[src/rtl/dmbt_pkg.sv]
// ----------------------------------------------------------------------------
// dmbt_pkg
// types and constants shared by the band transposer modules
// ----------------------------------------------------------------------------
`default_nettype none

package dmbt_pkg;

  // request codes
  typedef enum logic [1:0] {
    REQ_RASTER = 2'd0,
    REQ_FF     = 2'd1,
    REQ_PULL   = 2'd2,
    REQ_NONE   = 2'd3
  } req_e;

  // register map
  localparam int unsigned APB_AW = 3;
  localparam int unsigned APB_DW = 32;
  localparam logic [0:0] REG_ROW_BYTES = 1'b0;

  localparam int unsigned RB_W = 10;
  localparam logic [RB_W-1:0] RB_RESET = 10'd512;

  // band store geometry
  localparam int unsigned NUM_BANKS = 8;
  localparam int unsigned COL_BYTES = 6;
  localparam int unsigned WORD_W = COL_BYTES * 8;

  // sequence positions
  localparam logic [2:0] HEAD_LAST = 3'd4;
  localparam logic [2:0] TAIL_LAST = 3'd3;
  localparam logic [2:0] SLOT_LAST = 3'(COL_BYTES - 1);

  // command stream bytes
  localparam logic [7:0] CH_ESC  = 8'h1B;
  localparam logic [7:0] CH_STAR = 8'h2A;
  localparam logic [7:0] CH_H    = 8'h48;
  localparam logic [7:0] CH_CR   = 8'h0D;
  localparam logic [7:0] CH_PLUS = 8'h2B;
  localparam logic [7:0] CH_ZERO = 8'h30;
  localparam logic [7:0] CH_LF   = 8'h0A;
  localparam logic [7:0] CH_FF   = 8'h0C;

  typedef struct packed {
    logic clr_step;
    logic rast_issue;
    logic rast_commit;
    logic ff_take;
    logic pull_issue;
    logic pull_commit;
    logic drop;
  } cmd_t;

  typedef struct packed {
    logic clr_done;
    logic emit_idle;
  } sts_t;

endpackage

`default_nettype wire

[src/rtl/dmbt_ctrl.sv]
// ----------------------------------------------------------------------------
// dmbt_ctrl
// sequencing of clear pass, raster read-modify-write, form feeds and output pulls
// ----------------------------------------------------------------------------
`default_nettype none

module dmbt_ctrl (
  input  logic              clk_i,
  input  logic              rst_ni,
  input  logic              req_valid_i,
  input  dmbt_pkg::req_e    req_type_i,
  output logic              req_stall_o,
  output logic              res_valid_o,
  input  logic              res_stall_i,
  input  dmbt_pkg::sts_t    sts_i,
  output dmbt_pkg::cmd_t    cmd_o
);
  import dmbt_pkg::*;

  typedef enum logic [3:0] {
    ST_CLEAR = 4'b0001,
    ST_IDLE  = 4'b0010,
    ST_RAST  = 4'b0100,
    ST_PULL  = 4'b1000
  } state_e;

  state_e state_q, state_d;
  logic   res_valid_q, res_valid_d;
  logic   accept;

  always_comb begin
    req_stall_o = (state_q != ST_IDLE) | (res_valid_q & res_stall_i);
    accept      = req_valid_i & ~req_stall_o;
    cmd_o       = '0;
    state_d     = state_q;
    res_valid_d = res_valid_q & res_stall_i;
    case (state_q)
      ST_CLEAR: begin
        cmd_o.clr_step = 1'b1;
        if (sts_i.clr_done) begin
          state_d = ST_IDLE;
        end
      end
      ST_IDLE: begin
        if (accept) begin
          case (req_type_i)
            REQ_PULL: begin
              cmd_o.pull_issue = 1'b1;
              state_d          = ST_PULL;
            end
            REQ_RASTER: begin
              if (sts_i.emit_idle) begin
                cmd_o.rast_issue = 1'b1;
                state_d          = ST_RAST;
              end else begin
                cmd_o.drop = 1'b1;
              end
            end
            REQ_FF: begin
              if (sts_i.emit_idle) begin
                cmd_o.ff_take = 1'b1;
              end else begin
                cmd_o.drop = 1'b1;
              end
            end
            default: begin
            end
          endcase
        end
      end
      ST_RAST: begin
        cmd_o.rast_commit = 1'b1;
        state_d           = ST_IDLE;
      end
      ST_PULL: begin
        cmd_o.pull_commit = 1'b1;
        res_valid_d       = 1'b1;
        state_d           = ST_IDLE;
      end
      default: begin
        state_d = ST_CLEAR;
      end
    endcase
  end

  always_ff @(posedge clk_i or negedge rst_ni) begin
    if (!rst_ni) begin
      state_q     <= ST_CLEAR;
      res_valid_q <= 1'b0;
    end else begin
      state_q     <= state_d;
      res_valid_q <= res_valid_d;
    end
  end

  assign res_valid_o = res_valid_q;

endmodule

`default_nettype wire

[config.mk]
export PLATFORM = sky130hd
export DESIGN_NAME = dmbt_ctrl
export DESIGN_NICKNAME = d
export VERILOG_FILES = /design/src/rtl/dmbt_pkg.sv /design/src/rtl/dmbt_ctrl.sv
export SDC_FILE = /design/constraint.sdc
export NUM_CORES = 1
export LEC_CHECK = 0
export ABC_CLOCK_PERIOD_IN_PS = 1500
export BUFFER_PORTS_ARGS = -buffer_cell sky130_fd_sc_hd__buf_4
export CAP_MARGIN = 5
export CELL_PAD_IN_SITES_DETAIL_PLACEMENT = 0
export CELL_PAD_IN_SITES_GLOBAL_PLACEMENT = 2
export CORE_MARGIN = 2
export CORE_UTILIZATION = 20
export DETAILED_ROUTE_END_ITERATION = 7
export PLACE_DENSITY_LB_ADDON = 0.1
export SLEW_MARGIN = 10
export SYNTH_ARGS = -nofsm -noshare
export SYNTH_HDL_FRONTEND = slang
export SYNTH_SLANG_ARGS = --single-unit
[constraint.sdc]
create_clock -name clk_i -period 1.5 [get_ports clk_i]
set_clock_uncertainty 0.2 [all_clocks]
set_input_delay 0.15 -clock clk_i [delete_from_list [all_inputs] [get_ports clk_i]]
set_output_delay 0.15 -clock clk_i [all_outputs]
set_load 0.02 [all_outputs]
# --- Word-level counts from Yosys, hierarchy flattened ---
# Cells that the tools add are included.
totals:
  register_bits: 5
  input_bits: 8
classes:
  n_eq_ne: 11
  bitwise_logic: 4
  n_reduce_logical: 4
  n_mux: 21
ops:
  columns: ["op", "count"]
  rows:
  - ["1-bit 2-to-1 mux", 14]
  - ["4-bit 2-to-1 mux", 3]
  - ["4-bit case mux with 3 select lines", 1]
  - ["4-bit case mux with 2 select lines", 1]
  - ["4-bit by 1-bit == test with 1-bit output (second input constant)", 1]
  - ["4-bit by 2-bit == test with 1-bit output (second input constant)", 1]
  - ["4-bit by 3-bit == test with 1-bit output (second input constant)", 1]
  - ["4-bit == test (second input constant)", 1]
  - ["2-bit 2-to-1 mux", 2]
  - ["2-bit inequality test (second input constant)", 2]
  - ["4-bit by 2-bit inequality test with 1-bit output (second input constant)", 1]
  - ["4-bit AND reduction", 1]
  - ["2-bit OR reduction", 2]
  - ["3-bit by 1-bit inequality test with 1-bit output (second input constant)", 1]
  - ["3-bit inequality test (second input constant)", 1]
  - ["1-bit AND", 2]
  - ["2-bit by 1-bit == test with 1-bit output (second input constant)", 1]
  - ["2-bit == test (second input constant)", 1]
  - ["2-bit zero test", 1]
  - ["1-bit inverter", 1]
  - ["1-bit OR", 1]

# --- Depth between registers and ports, before layout ---
depth:
  ltp_word: 6
  mapped_depth: 3
  ltp_nobuf: 3

# --- Worst setup path after synthesis ---
# No wires, ideal clock.
synth_path:
  path_kind: "flip-flop to output port"
  startpoint: "register state_q[2]"
  endpoint: "output port cmd_o[5] (netlist bit)"
  required_ns: 1.150
  slack_ns: -0.340
  path_buffers: 0
  stages_incl_launch_ff: 4
  arrival_ns: 1.490
  cell_sequence: "dfrtp_1 -> nor4b_4 -> nand4b_2 -> nor3b_1"
synth_lines:
  columns: ["element", "line_no", "text"]
  rows:
  - ["start: declaration", "dmbt_ctrl.sv:27", "state_e state_q, state_d;"]
  - ["start signal: assignment", "dmbt_ctrl.sv:91", "state_q <= state_d;"]
  - ["end: declaration", "dmbt_ctrl.sv:16", "output dmbt_pkg::cmd_t cmd_o"]

==> reports/qor.csv <==
stage,metric,value,unit
placement,dpl ws,-0.117,ns
setup_path,Buf/Inv on CP,1,
clocking,clk buf depth,2,
detailed_routing,remaining antenna violation count,0,
worst_hold_path,Hold Path Class,in2reg,
setup_path,crit path cell chain,nor4b_4 -> nand4b_2 -> nor3b_2 -> buf_4,
setup_path,"slowest stage delay, CP",0.39,ns
global_routing,largest net degree at the start of global routing,7,
logic_synthesis,Syn Area/Cell,10.0,sq um
layout,Finished Cell Area,649,sq um
layout,"most common cell after layout, fill and taps aside",buf_4,
setup_path,crit path capture type,primary output,
global_routing,initial antenna violation count,0,
layout,final net count,72,
logic_synthesis,Synthesized Nets,39,
layout,final cell count without fillers,79,
clocking,CTS tree,yes,
detailed_routing,number of remaining DRC errors,0,
clocking,Max H-tree Level,1,
setup_path,CP arrival,1.50,ns
clocking,clk_lat worst skew,0.24,ns
placement,HPWL after detailed placement,667,microns
global_routing,GRT met1 Usage,13.1,%
logic_synthesis,Cell variety after synth,15,
setup_path,Critical Path Slowest Stage Cell,dfrtp_1,
layout,Filler cells,149,
timing,fmax,0.540,GHz
setup_path,Worst Path Max Fanout,4,
logic_synthesis,cell area after synthesis,312,sq um
detailed_routing,DR pass1 iterations,2,
timing,Slew @ Worst Pin,0.265,ns
setup_path,Setup CP Type,reg2out,
timing,fin crit share,123,%
global_routing,number of global-route vias before repair,368,
pwr,peak supply drop,581,uV
clocking,Clock Sink Count,5,
pwr,P per Cell Area,1120,mW/mm^2
placement,routability congestion estimate,0.664,
detailed_routing,Avg WL per Cell,11.2,microns
die,DIE AREA,0.00189,sq mm
die,die width,43.5,microns
die,initial core utilization,20.9,%
timing,relative slew slack,82.3,%
setup_path,startpoint type of the worst setup path,flip-flop,
setup_path,critical path required time,1.15,ns
placement,Port Buffers,16,
die,Die Ht,43.5,microns
layout,diode count,0,
setup_path,Crit path max-delay family,simple AND/OR/NAND/NOR gates,
outcome,violations in the final reports,setup timing,
detailed_routing,drt via density,4.34,
timing,Slew Limit Fails,0,
global_routing,grt ovf,0,
global_routing,layer with the highest usage,met2,
logic_synthesis,#FFs+latches synth,5,
timing,Hold Slack,0.00880,ns
detailed_routing,Vias,343,
clocking,Num CTS Buffers,3,
global_routing,GR Layer Usage met3,3.75,%
die,I/O Pins,17,
detailed_routing,Routed WL,888,microns
placement,dpl cells,69,
timing,Final WS setup,-0.351,ns
outcome,status,finished with violations,
global_routing,met2 usage,18.5,%
logic_synthesis,Syn Inst Count,31,
layout,Layout area overhead,108,%
placement,Post-DP Area,526,sq um
clocking,clk root buf,clkbuf_4,
timing,# setup viols final,9,
run,Maximum Capacitance Violations,0,
timing,minimum clock period,1.85,ns
clocking,"Reg clk slew, reported paths",0.04,ns
pwr,Lkg Pwr,0.309,nW
timing,Final Hold Vio Count,0,
global_routing,Total GRT Usage,11.5,%
global_routing,global-route wire length before repair,1.56,mm
die,Core Box Area,0.00149,sq mm
logic_synthesis,"Seq/Total Area, Yosys",40.6,%
layout,share of layout cells above drive strength 1,60.3,%
layout,Util after Layout,43.6,%
layout,most frequent cells in the layout,"buf_4, nor2_1, buf_6, dfrtp_1",
timing,RSZ-0062 raised after global routing,true,
logic_synthesis,Syn. warnings,0,
die,# rows,14,
detailed_routing,Initial DRC Count,1,
[power by group]
part / switching (mW) / total, mW / internal [mW]
clock network: 0.0521 / 0.152 / 0.100
registers: 0.0253 / 0.196 / 0.171
logic: 0.176 / 0.380 / 0.203
[sequential cells by signal, summed over array words and instances (netlist names)]
signal,count
res_valid_o,1
state_q,4
[Yosys cell counts]
master | count | share of area, %
and4b_1 | 1 | 3.2
nand2_1 | 4 | 4.8
nand3_1 | 1 | 1.6
o2111ai_1 | 1 | 2.8
nor4b_4 | 1 | 7.6
nor2b_1 | 1 | 2.0
dfrtp_1 | 4 | 32
nand4b_2 | 1 | 4.8
nor3b_1 | 4 | 9.6
a21o_1 | 2 | 4.8
nor2_1 | 6 | 7.2
nor4b_1 | 2 | 5.6
xor2_1 | 1 | 2.8
dfstp_2 | 1 | 8.4
o21a_1 | 1 | 2.4
[stage by stage]
step / power (mW) / TNS, ns
6_report: 0.728 / -1.77
5_1_grt: 0.781 / -2.76
4_1_cts: 0.721 / -2.04
3_5_place_dp: 0.504 / -0.323
3_3_place_gp: 0.501 / -0.280
2_1_floorplan: 0.359 / -0.489
[layout make-up]
type                            count  area, sq um  area share [%]
Multi-Input combinational cell     26          244            37.6
Timing Repair Buffer               28          233            35.8
Tap cell                           16         20.0            3.08
Clock buffer                        4         26.3            4.05
Sequential cell                     5          126            19.5
[cell families (layout without fill, tap and decap cells)]
| kind of cell | count (synthesis) | in the layout | share of synthesized area, % |
|---|---|---|---|
| AO/OA/AOI/OAI | 4 | 4 | 10.0 |
| flip-flops | 5 | 5 | 40.6 |
| XOR/XNOR | 1 | 1 | 2.81 |
| buffers and inverters | 0 | 32 | 0 |
| AND/OR/NAND/NOR | 21 | 21 | 46.6 |
[worst paths after layout]
check	end	cells past startpoint	slack, ns	start
hold / removal	state_q[3]$_DFFE_PN0P_	2	0.009	req_type_i[1]
setup / recovery	cmd_o[5]	4	-0.35	state_q[2]$_DFFE_PN0P_
setup reg to reg	state_q[3]$_DFFE_PN0P_	4	-0.05	state_q[2]$_DFFE_PN0P_
min in group asynchronous	state_q[1]$_DFFE_PN0P_	2	0.05	rst_ni
hold reg to reg	res_valid_o$_DFF_PN0_	1	0.32	res_valid_o$_DFF_PN0_
max in group asynchronous	state_q[0]$_DFFE_PN1P_	2	0.85	rst_ni
[layer usage]
metal / vias up / part of all wire (%)
met1: 156 / 41
met3: 2 / 4.1
met5: - / 0
met4: 0 / 0.90
met2: 8 / 54
li1: 177 / -
[what timing repair did]
action	4_1_cts	5_1_grt
setup buffers	2	1
cloned	0	0
setup endpoints to repair	9	11
gates resized for setup	8	2
hold buffers	3	0
endpoints found under the hold margin	8	0
pin swaps	1	2
No activity file was read; power rests on OpenSTA's default activity.
